--- config.mk ---
export PLATFORM = sky130hd
export DESIGN_NAME = sha256_stream_hasher
export DESIGN_NICKNAME = d
export VERILOG_FILES = /design/src/hw/rtl/sha_pkg.sv /design/src/hw/rtl/sha_front.sv /design/src/hw/rtl/sha_queue.sv /design/src/hw/rtl/sha_back.sv /design/src/hw/rtl/sha256_stream_hasher.sv
export SDC_FILE = /design/constraint.sdc
export NUM_CORES = 2
export LEC_CHECK = 0
export ABC_CLOCK_PERIOD_IN_PS = 25600
export BUFFER_PORTS_ARGS = -buffer_cell sky130_fd_sc_hd__clkbuf_2
export CAP_MARGIN = 5
export CORE_MARGIN = 3
export CORE_UTILIZATION = 50
export CTS_BUF_LIST = sky130_fd_sc_hd__clkbuf_16
export DETAILED_ROUTE_END_ITERATION = 8
export HOLD_SLACK_MARGIN = 0.08
export PLACE_DENSITY = 0.73
export SYNTH_ARGS = -nofsm -noshare
export SYNTH_HDL_FRONTEND = slang
export SYNTH_SLANG_ARGS = --single-unit
--- constraint.sdc ---
create_clock -name clk -period 25.6 [get_ports clk]
set_clock_uncertainty 0.1 [all_clocks]
set_input_delay 2.56 -clock clk [delete_from_list [all_inputs] [get_ports clk]]
set_output_delay 2.56 -clock clk [all_outputs]
set_load 0.02 [all_outputs]
--- src/hw/rtl/sha_pkg.sv ---
`default_nettype none
package sha_pkg;

	localparam int unsigned WORD_W = 32;
	localparam int unsigned INC_W  = 3;

	// padding word when the final word carries all four bytes
	localparam logic [WORD_W-1:0] PAD_WORD = 32'h8000_0000;
	localparam logic [INC_W-1:0]  FULL_INC = 3'd4;

	// one queued word, already masked and padded when it closes a message
	typedef struct packed {
		logic [WORD_W-1:0] word;
		logic [INC_W-1:0]  inc;
		logic              last;
		logic              full;
	} entry_t;

	localparam logic [WORD_W-1:0] IV [8] = '{
		32'h6a09e667, 32'hbb67ae85, 32'h3c6ef372, 32'ha54ff53a,
		32'h510e527f, 32'h9b05688c, 32'h1f83d9ab, 32'h5be0cd19
	};

	localparam logic [WORD_W-1:0] ROUND_K [64] = '{
		32'h428a2f98, 32'h71374491, 32'hb5c0fbcf, 32'he9b5dba5,
		32'h3956c25b, 32'h59f111f1, 32'h923f82a4, 32'hab1c5ed5,
		32'hd807aa98, 32'h12835b01, 32'h243185be, 32'h550c7dc3,
		32'h72be5d74, 32'h80deb1fe, 32'h9bdc06a7, 32'hc19bf174,
		32'he49b69c1, 32'hefbe4786, 32'h0fc19dc6, 32'h240ca1cc,
		32'h2de92c6f, 32'h4a7484aa, 32'h5cb0a9dc, 32'h76f988da,
		32'h983e5152, 32'ha831c66d, 32'hb00327c8, 32'hbf597fc7,
		32'hc6e00bf3, 32'hd5a79147, 32'h06ca6351, 32'h14292967,
		32'h27b70a85, 32'h2e1b2138, 32'h4d2c6dfc, 32'h53380d13,
		32'h650a7354, 32'h766a0abb, 32'h81c2c92e, 32'h92722c85,
		32'ha2bfe8a1, 32'ha81a664b, 32'hc24b8b70, 32'hc76c51a3,
		32'hd192e819, 32'hd6990624, 32'hf40e3585, 32'h106aa070,
		32'h19a4c116, 32'h1e376c08, 32'h2748774c, 32'h34b0bcb5,
		32'h391c0cb3, 32'h4ed8aa4a, 32'h5b9cca4f, 32'h682e6ff3,
		32'h748f82ee, 32'h78a5636f, 32'h84c87814, 32'h8cc70208,
		32'h90befffa, 32'ha4506ceb, 32'hbef9a3f7, 32'hc67178f2
	};

	function automatic logic [WORD_W-1:0] rotr(input logic [WORD_W-1:0] x,
			input int unsigned n);
		rotr = (x >> n) | (x << (WORD_W - n));
	endfunction

	function automatic logic [WORD_W-1:0] big_sig0(input logic [WORD_W-1:0] x);
		big_sig0 = rotr(x, 2) ^ rotr(x, 13) ^ rotr(x, 22);
	endfunction

	function automatic logic [WORD_W-1:0] big_sig1(input logic [WORD_W-1:0] x);
		big_sig1 = rotr(x, 6) ^ rotr(x, 11) ^ rotr(x, 25);
	endfunction

	function automatic logic [WORD_W-1:0] sml_sig0(input logic [WORD_W-1:0] x);
		sml_sig0 = rotr(x, 7) ^ rotr(x, 18) ^ (x >> 3);
	endfunction

	function automatic logic [WORD_W-1:0] sml_sig1(input logic [WORD_W-1:0] x);
		sml_sig1 = rotr(x, 17) ^ rotr(x, 19) ^ (x >> 10);
	endfunction

endpackage
`default_nettype wire

--- src/hw/rtl/sha_front.sv ---
`default_nettype none
module sha_front (
	input  wire logic            clk,
	input  wire logic            arst_n,
	input  wire logic            s_tvalid,
	output logic                 s_tready,
	input  wire logic [34:0]     s_tdata,   // message_word[31:0], valid_bytes[34:32]
	input  wire logic            s_tlast,
	output logic                 enq_valid,
	input  wire logic            enq_ready,
	output sha_pkg::entry_t      enq_data
);

	logic            valid_s1;
	sha_pkg::entry_t entry_s1;
	sha_pkg::entry_t entry_d;
	logic [2:0]      vbs;
	logic [31:0]     w;

	assign w = s_tdata[31:0];

	always_comb begin
		// saturate the byte count; words that do not close a message count four bytes
		if (!s_tlast || s_tdata[34:32] > sha_pkg::FULL_INC) begin
			vbs = sha_pkg::FULL_INC;
		end else begin
			vbs = s_tdata[34:32];
		end
		entry_d.inc  = vbs;
		entry_d.last = s_tlast;
		entry_d.full = (vbs == sha_pkg::FULL_INC);
		case (vbs)
			3'd0:    entry_d.word = sha_pkg::PAD_WORD;
			3'd1:    entry_d.word = {w[31:24], 24'h80_0000};
			3'd2:    entry_d.word = {w[31:16], 16'h8000};
			3'd3:    entry_d.word = {w[31:8], 8'h80};
			default: entry_d.word = w;
		endcase
	end

	assign s_tready  = !valid_s1 || enq_ready;
	assign enq_valid = valid_s1;
	assign enq_data  = entry_s1;

	always_ff @(posedge clk or negedge arst_n) begin
		if (!arst_n) begin
			valid_s1 <= 1'b0;
		end else if (s_tready) begin
			valid_s1 <= s_tvalid;
		end
	end

	always_ff @(posedge clk) begin
		if (s_tready && s_tvalid) begin
			entry_s1 <= entry_d;
		end
	end

endmodule
`default_nettype wire

--- src/hw/rtl/sha_queue.sv ---
`default_nettype none
module sha_queue #(
	parameter int unsigned DEPTH = 4
) (
	input  wire logic            clk,
	input  wire logic            arst_n,
	input  wire logic            enq_valid,
	output logic                 enq_ready,
	input  wire sha_pkg::entry_t enq_data,
	output logic                 deq_valid,
	input  wire logic            deq_ready,
	output sha_pkg::entry_t      deq_data
);

	localparam int unsigned PTR_W = (DEPTH > 1) ? $clog2(DEPTH) : 1;
	localparam int unsigned CNT_W = $clog2(DEPTH + 1);
	localparam logic [PTR_W-1:0] LAST_PTR = PTR_W'(DEPTH - 1);
	localparam logic [CNT_W-1:0] FULL_CNT = CNT_W'(DEPTH);

	sha_pkg::entry_t mem [DEPTH];
	sha_pkg::entry_t head_q;
	logic            head_v_q;
	logic [PTR_W-1:0] wr_ptr_q, rd_ptr_q;
	logic [CNT_W-1:0] cnt_q;
	logic            push, pop, load;

	assign enq_ready = (cnt_q != FULL_CNT);
	assign push      = enq_valid && enq_ready;
	assign pop       = head_v_q && deq_ready;
	assign load      = (cnt_q != '0) && (!head_v_q || pop);
	assign deq_valid = head_v_q;
	assign deq_data  = head_q;

	always_ff @(posedge clk) begin
		if (push) begin
			mem[wr_ptr_q] <= enq_data;
		end
		if (load) begin
			head_q <= mem[rd_ptr_q];
		end
	end

	always_ff @(posedge clk or negedge arst_n) begin
		if (!arst_n) begin
			wr_ptr_q <= '0;
			rd_ptr_q <= '0;
			cnt_q    <= '0;
			head_v_q <= 1'b0;
		end else begin
			if (push) begin
				wr_ptr_q <= (wr_ptr_q == LAST_PTR) ? '0 : wr_ptr_q + 1'b1;
			end
			if (load) begin
				rd_ptr_q <= (rd_ptr_q == LAST_PTR) ? '0 : rd_ptr_q + 1'b1;
			end
			cnt_q <= cnt_q + CNT_W'(push) - CNT_W'(load);
			if (load) begin
				head_v_q <= 1'b1;
			end else if (pop) begin
				head_v_q <= 1'b0;
			end
		end
	end

`ifndef SYNTHESIS
	a_cnt_bound: assert property (@(posedge clk) disable iff (!arst_n)
		cnt_q <= FULL_CNT)
		else $error("queue count beyond depth");
`endif

endmodule
`default_nettype wire

--- src/hw/rtl/sha_back.sv ---
`default_nettype none
module sha_back (
	input  wire logic            clk,
	input  wire logic            arst_n,
	input  wire logic            q_valid,
	output logic                 q_ready,
	input  wire sha_pkg::entry_t q_data,
	output logic                 m_tvalid,
	input  wire logic            m_tready,
	output logic [31:0]          m_tdata,   // digest_word[31:0]
	output logic                 m_tlast
);

	typedef enum logic [5:0] {
		S_IDLE = 6'b000001,
		S_COMP = 6'b000010,
		S_HADD = 6'b000100,
		S_PADW = 6'b001000,
		S_ZERO = 6'b010000,
		S_OUT  = 6'b100000
	} state_t;

	state_t      state_q;
	logic [31:0] h_q [8];
	logic [31:0] v_q [8];
	logic [31:0] w_q [16];
	logic [31:0] kw_q;
	logic [31:0] pw_q;
	logic [3:0]  pos_q;
	logic [63:0] cnt_q;
	logic [6:0]  round_q;
	logic [2:0]  out_idx_q;
	logic        pad_q, pend_q, lenok_q;

	logic        w_wr_en, start_comp;
	logic [31:0] w_wr_data;
	logic [31:0] len_hi, len_lo;
	logic        sched_on, rnd_on;
	logic [31:0] w_new, t1, t2;

	assign len_hi = cnt_q[60:29];
	assign len_lo = {cnt_q[28:0], 3'b000};

	assign q_ready  = (state_q == S_IDLE);
	assign m_tvalid = (state_q == S_OUT);
	assign m_tdata  = h_q[0];
	assign m_tlast  = (out_idx_q == 3'd7);

	always_comb begin
		w_wr_en    = 1'b0;
		w_wr_data  = q_data.word;
		start_comp = 1'b0;
		unique case (state_q)
			S_IDLE: begin
				w_wr_en    = q_valid && (!q_data.last || q_data.full);
				start_comp = w_wr_en && (pos_q == 4'd15);
			end
			S_PADW: begin
				w_wr_en    = 1'b1;
				w_wr_data  = pw_q;
				start_comp = (pos_q == 4'd15);
			end
			S_ZERO: begin
				w_wr_en    = 1'b1;
				w_wr_data  = '0;
				if (lenok_q && pos_q == 4'd14) begin
					w_wr_data = len_hi;
				end else if (lenok_q && pos_q == 4'd15) begin
					w_wr_data = len_lo;
				end
				start_comp = (pos_q == 4'd15);
			end
			default: begin
				w_wr_en = 1'b0;
			end
		endcase
	end

	// schedule runs ahead of the compression rounds; each round's K+W is registered in kw_q before use
	assign sched_on = !round_q[6];
	assign rnd_on   = (round_q != 7'd0);

	always_comb begin
		if (round_q[6:4] == 3'd0) begin
			w_new = w_q[0];
		end else begin
			w_new = w_q[0] + sha_pkg::sml_sig0(w_q[1]) + w_q[9]
				+ sha_pkg::sml_sig1(w_q[14]);
		end
		t1 = v_q[7] + sha_pkg::big_sig1(v_q[4])
			+ ((v_q[4] & v_q[5]) ^ (~v_q[4] & v_q[6])) + kw_q;
		t2 = sha_pkg::big_sig0(v_q[0])
			+ ((v_q[0] & v_q[1]) ^ (v_q[0] & v_q[2]) ^ (v_q[1] & v_q[2]));
	end

	always_ff @(posedge clk) begin
		if (w_wr_en) begin
			w_q[pos_q] <= w_wr_data;
		end
		if (state_q == S_IDLE && q_valid && q_data.last) begin
			pw_q <= q_data.full ? sha_pkg::PAD_WORD : q_data.word;
		end
		if (start_comp) begin
			for (int i = 0; i < 8; i++) begin
				v_q[i] <= h_q[i];
			end
		end
		if (state_q == S_COMP && sched_on) begin
			for (int j = 0; j < 15; j++) begin
				w_q[j] <= w_q[j+1];
			end
			w_q[15] <= w_new;
			kw_q    <= sha_pkg::ROUND_K[round_q[5:0]] + w_new;
		end
		if (state_q == S_COMP && rnd_on) begin
			v_q[7] <= v_q[6];
			v_q[6] <= v_q[5];
			v_q[5] <= v_q[4];
			v_q[4] <= v_q[3] + t1;
			v_q[3] <= v_q[2];
			v_q[2] <= v_q[1];
			v_q[1] <= v_q[0];
			v_q[0] <= t1 + t2;
		end
	end

	always_ff @(posedge clk or negedge arst_n) begin
		if (!arst_n) begin
			state_q   <= S_IDLE;
			pos_q     <= '0;
			cnt_q     <= '0;
			round_q   <= '0;
			out_idx_q <= '0;
			pad_q     <= 1'b0;
			pend_q    <= 1'b0;
			lenok_q   <= 1'b0;
			for (int i = 0; i < 8; i++) begin
				h_q[i] <= sha_pkg::IV[i];
			end
		end else begin
			if (w_wr_en) begin
				pos_q <= pos_q + 4'd1;
			end
			if (start_comp) begin
				round_q <= '0;
			end
			unique case (state_q)
				S_IDLE: begin
					if (q_valid) begin
						cnt_q  <= cnt_q + 64'(q_data.inc);
						pend_q <= q_data.last;
						if (start_comp) begin
							state_q <= S_COMP;
						end else if (q_data.last) begin
							state_q <= S_PADW;
						end
					end
				end
				S_PADW: begin
					pad_q   <= 1'b1;
					lenok_q <= (pos_q < 4'd14);
					state_q <= start_comp ? S_COMP : S_ZERO;
				end
				S_ZERO: begin
					if (start_comp) begin
						state_q <= S_COMP;
					end
				end
				S_COMP: begin
					round_q <= round_q + 7'd1;
					if (round_q == 7'd64) begin
						state_q <= S_HADD;
					end
				end
				S_HADD: begin
					for (int i = 0; i < 8; i++) begin
						h_q[i] <= h_q[i] + v_q[i];
					end
					if (pad_q) begin
						if (lenok_q) begin
							state_q <= S_OUT;
						end else begin
							// length did not fit: fill a whole extra block
							lenok_q <= 1'b1;
							state_q <= S_ZERO;
						end
					end else if (pend_q) begin
						state_q <= S_PADW;
					end else begin
						state_q <= S_IDLE;
					end
				end
				S_OUT: begin
					if (m_tready) begin
						out_idx_q <= out_idx_q + 3'd1;
						if (out_idx_q == 3'd7) begin
							for (int i = 0; i < 8; i++) begin
								h_q[i] <= sha_pkg::IV[i];
							end
							cnt_q   <= '0;
							pos_q   <= '0;
							pad_q   <= 1'b0;
							pend_q  <= 1'b0;
							lenok_q <= 1'b0;
							state_q <= S_IDLE;
						end else begin
							for (int i = 0; i < 7; i++) begin
								h_q[i] <= h_q[i+1];
							end
							h_q[7] <= h_q[0];
						end
					end
				end
				default: begin
					state_q <= S_IDLE;
				end
			endcase
		end
	end

`ifndef SYNTHESIS
	a_restart: assert property (@(posedge clk) disable iff (!arst_n)
		m_tvalid && m_tready && m_tlast |=> h_q[0] == sha_pkg::IV[0] && cnt_q == 64'd0)
		else $error("state not restored after digest");
	a_round_bound: assert property (@(posedge clk) disable iff (!arst_n)
		state_q == S_COMP |-> !round_q[6] || round_q[5:0] == 6'd0)
		else $error("round counter overran");
	a_out_clean: assert property (@(posedge clk) disable iff (!arst_n)
		state_q == S_OUT |-> pos_q == 4'd0 && pad_q && lenok_q)
		else $error("digest emitted before padding finished");
`endif

endmodule
`default_nettype wire

--- src/hw/rtl/sha256_stream_hasher.sv ---
// A word passes the front register, queue memory and queue head register into the block buffer.
// Each full block runs the compression rounds (S_COMP) and then one hash add (S_HADD).
// Padding fills the rest of the final block at 1 word per cycle, then 1 or 2 more compressions.
// The single shared round unit takes no new words while it compresses, pads or sends a digest.
// The 8 digest words leave at 1 per cycle as the sink takes them.
// Reset (arst_n low, asynchronous): hash words to initial values, counts and queue cleared.
`default_nettype none
module sha256_stream_hasher #(
	parameter int unsigned QUEUE_DEPTH = 4
) (
	input  wire logic        clk,
	input  wire logic        arst_n,
	input  wire logic        s_tvalid,
	output logic             s_tready,
	input  wire logic [39:0] s_tdata,   // message_word[31:0], valid_bytes[34:32], zeros
	input  wire logic        s_tlast,   // last_of_message
	output logic             m_tvalid,
	input  wire logic        m_tready,
	output logic [31:0]      m_tdata,   // digest_word[31:0]
	output logic             m_tlast    // last_digest_word
);

	logic            enq_valid, enq_ready;
	sha_pkg::entry_t enq_data;
	logic            deq_valid, deq_ready;
	sha_pkg::entry_t deq_data;

	sha_front u_front (
		.clk       (clk),
		.arst_n    (arst_n),
		.s_tvalid  (s_tvalid),
		.s_tready  (s_tready),
		.s_tdata   (s_tdata[34:0]),
		.s_tlast   (s_tlast),
		.enq_valid (enq_valid),
		.enq_ready (enq_ready),
		.enq_data  (enq_data)
	);

	sha_queue #(
		.DEPTH (QUEUE_DEPTH)
	) u_queue (
		.clk       (clk),
		.arst_n    (arst_n),
		.enq_valid (enq_valid),
		.enq_ready (enq_ready),
		.enq_data  (enq_data),
		.deq_valid (deq_valid),
		.deq_ready (deq_ready),
		.deq_data  (deq_data)
	);

	sha_back u_back (
		.clk      (clk),
		.arst_n   (arst_n),
		.q_valid  (deq_valid),
		.q_ready  (deq_ready),
		.q_data   (deq_data),
		.m_tvalid (m_tvalid),
		.m_tready (m_tready),
		.m_tdata  (m_tdata),
		.m_tlast  (m_tlast)
	);

endmodule
`default_nettype wire
==> impl_metrics.csv <==
group,metric,value,unit
synth,synth.avg_cell_area,10.87,µm²
min_path,min_delay_worst_endpoint,"u_back.w_q[7][0]$_DFFE_PP_",
synth,ys_types,93,
cts,tritoncts,"yes",
sta,unrepaired_setup_endpoints_after_global_routing,"false",
drt,drt_pre_antenna_iters,6,
drt,vias,63102,
critical_path,worstPathRequired,26.02,ns
global_route,antenna_violations_before_repair,5,
cts,cts.sink_count,1403,
min_path,hold_path_class,"flip-flop to flip-flop",
finish,final_cell_mix,"edfxtp_1 (1054), a21o_1 (623), nor2_1 (572)",
sta,tightest_slew,1.173,ns
cts,clk_pin_slew,0.06,ns
floorplanning,die_y_extent,420.3,µm
critical_path,worst_r2r_startpoint,"u_back.v_q[1][26]$_DFFE_PP_",
sta,number_of_failing_hold_endpoints_at_the_final_stage,0,
finish,syn2layout_area_growth,8.698,%
cts,cts-htree-levels,4,
floorplanning,starting_density_of_the_core,50.46,%
critical_path,worst-r2r-setup-slack,16.22,ns
floorplanning,die_w,420.3,µm
place,place_congestion,0.9572,
synth,synth_enable_flop_cells,1054,
critical_path,critical_path.max_stage_delay,0.96,ns
global_route,number_of_global_route_vias_before_repair,61061,
drt,first_iter_violations,6605,
synth,ys_seq_area_share,47.27,%
cts,ctsRootBufferMaster,"clkbuf_16",
min_path,holdPathStages,1,
floorplanning,row_count,151,
sta,final-setup-viol-count,0,
critical_path,cp-startpoint,"u_back.v_q[1][26]$_DFFE_PP_",
critical_path,timing.critical_path.to_type,"flip-flop",
synth,postSynthCellCount,7897,
critical_path,critPathLaunchType,"flip-flop",
sta,slew_headroom,19.80,%
min_path,hold_path_startpoint,"u_back.w_q[8][0]$_DFFE_PP_",
cts,clock_path_buffers,3,
critical_path,timing.critical_path.mode_cell,"a21oi_1",
status,run_status,"finished clean",
finish,number_of_nets_in_the_layout,8449,
critical_path,cp_max_fo,6,
floorplanning,core-area,170000,µm²
global_route,grt_usage,28.29,%
cts,post_cts_hold_buffer_count,0,
finish,layout_commonest_cell,"edfxtp_1",
sta,finalCritPeriodShare,36.64,%
global_route,grt_max_degree,169,
critical_path,crit_slowest_cell,"a2111oi_0",
sta,clock.fmax,106.6,MHz
critical_path,reg2reg_to,"u_back.v_q[0][30]$_DFFE_PP_",
synth,count_of_state_elements_after_synthesis,1403,
finish,drive_gt1_share,11.42,%
global_route,global_route.overflow_total,0,
sta,final-max-slew-violation-count,0,
sta,final_layout_setup_total_negative_slack,0,ns
drt,finalWirelength,252700,µm
critical_path,critical_path_class,"flip-flop to flip-flop",
synth,synth.cell_area,85800,µm²
cts,postCtsSetupRepairBufs,0,
drt,wl_per_cell,24.95,µm
synth,yosys_warnings,0,
synth,synth_flop_cell,"edfxtp_1",
floorplanning,die-area,176600,µm²
cts,numCtsBuffers,153,
drt,drc,0,
sta,finalCriticalPeriod,9.381,ns
global_route,grt_first_pass_wirelength,381200,µm
drt,ant_nets_after_route,0,
floorplanning,design.portCount,80,
job,maxCapViolations,0,
synth,net_count_after_synthesis,8559,
place,io_buffer_count,74,
critical_path,worst_r2r_path_depth,29,
critical_path,critPathArrivalTime,9.81,ns
synth,synthArstFlopShare,24.88,%
cts,number_of_cells_upsized_or_downsized_after_cts,0,
cts,clk_latency,0.81,ns
place,place_hpwl,176700,µm
drt,drt-vias-per-instance,6.230,
layout make-up:
cell class	instances	area, µm²
fill	14383	76770
sequential	1403	40560
inverter	355	1348
multi-input combinational	5683	42420
timing repair buffer	191	1296
clock inverter	121	1006
clock buffer	154	3854
tap	2218	2775
antenna	3	7.507
kinds of logic after synthesis:
logic type / count (synthesis) / synth area share [%]
AND/OR/NAND/NOR: 1720 / 9.223
adder cells (fa/ha/maj): 640 / 10.74
buffers and inverters: 811 / 3.692
flip-flops: 1403 / 47.27
AO/OA/AOI/OAI: 2374 / 18.03
multiplexers: 291 / 4.343
XOR/XNOR: 658 / 6.717
synthesized netlist by cell type, types with 62 or more instances:
library cell	instances	area [µm²]
o21ai_0	409	2047
nand3_1	100	500.5
inv_1	350	1314
edfxtp_1	1054	31650
dfstp_2	137	3600
a21oi_1	516	2582
clkbuf_1	387	1453
a21o_1	623	4677
a31oi_1	116	725.7
nand2_1	496	1862
ha_1	449	5618
o21a_1	107	803.3
o21ai_1	79	395.4
dfrtp_1	212	5305
xnor2_1	440	3854
nand2b_1	77	481.7
fa_1	168	3363
mux2_2	227	2556
and3_1	62	387.9
nor3_1	106	530.5
nor2b_1	99	619.3
nor2_1	577	2166
xor2_1	218	1909
registers in the layout, indices dropped and copies added (netlist names), 4 cells and up:
register,cells
u_back.v_q,256
u_back.w_q,512
u_back.kw_q,32
u_back.h_q,224
u_back.cnt_q,61
u_queue.mem,148
u_queue.deq_data,37
u_back.round_q,7
u_back.pos_q,4
u_front.enq_data,37
u_back.m_tdata,32
u_back.state_q,6
u_back.pw_q,32
metal layers:
metal / GRT usage [%] / wire, µm
met2: 45.14 / 116800
met5: 0 / 61
met4: 9.968 / 9111
met1: 38.97 / 107100
met3: 4.944 / 19630
metrics by stage:
step / hold slack (ns) / cell area [µm²] / utilization [%] / instances / setup WS [ns]
global route: 0.3969 / 93260 / 54.85 / 10125 / 15.86
CTS: 0.3668 / 93260 / 54.85 / 10125 / 16.53
detailed placement: 0.3695 / 88400 / 51.99 / 9850 / 16.56
finish: 0.3712 / 93270 / 54.85 / 10128 / 16.22
global placement: 0.3662 / 88400 / 51.99 / 9850 / 16.65
floorplan: 0.3482 / 85800 / - / 7897 / 17.08
worst max-delay path: cells and delay by family (launching register included):
kind / cells / cell delay [ns]
AO/OA/AOI/OAI: 13 / 3.43
adder cells (fa/ha/maj): 6 / 2.57
XOR/XNOR: 4 / 1.17
AND/OR/NAND/NOR: 6 / 1.08
flip-flops: 1 / 0.72
worst max path at each step:
stage,end,slack [ns]
floorplan,u_back.v_q[0][0]$_DFFE_PP_,17.08
global placement,u_back.v_q[0][30]$_DFFE_PP_,16.65
detailed placement,u_back.v_q[0][30]$_DFFE_PP_,16.56
CTS,u_back.v_q[0][30]$_DFFE_PP_,16.53
global route,u_back.v_q[0][30]$_DFFE_PP_,15.86
finish,u_back.v_q[0][30]$_DFFE_PP_,16.22
Power is left out: the tool's default activity adds up to more than one toggle a clock period on the data nets, which glitch-free logic cannot reach.
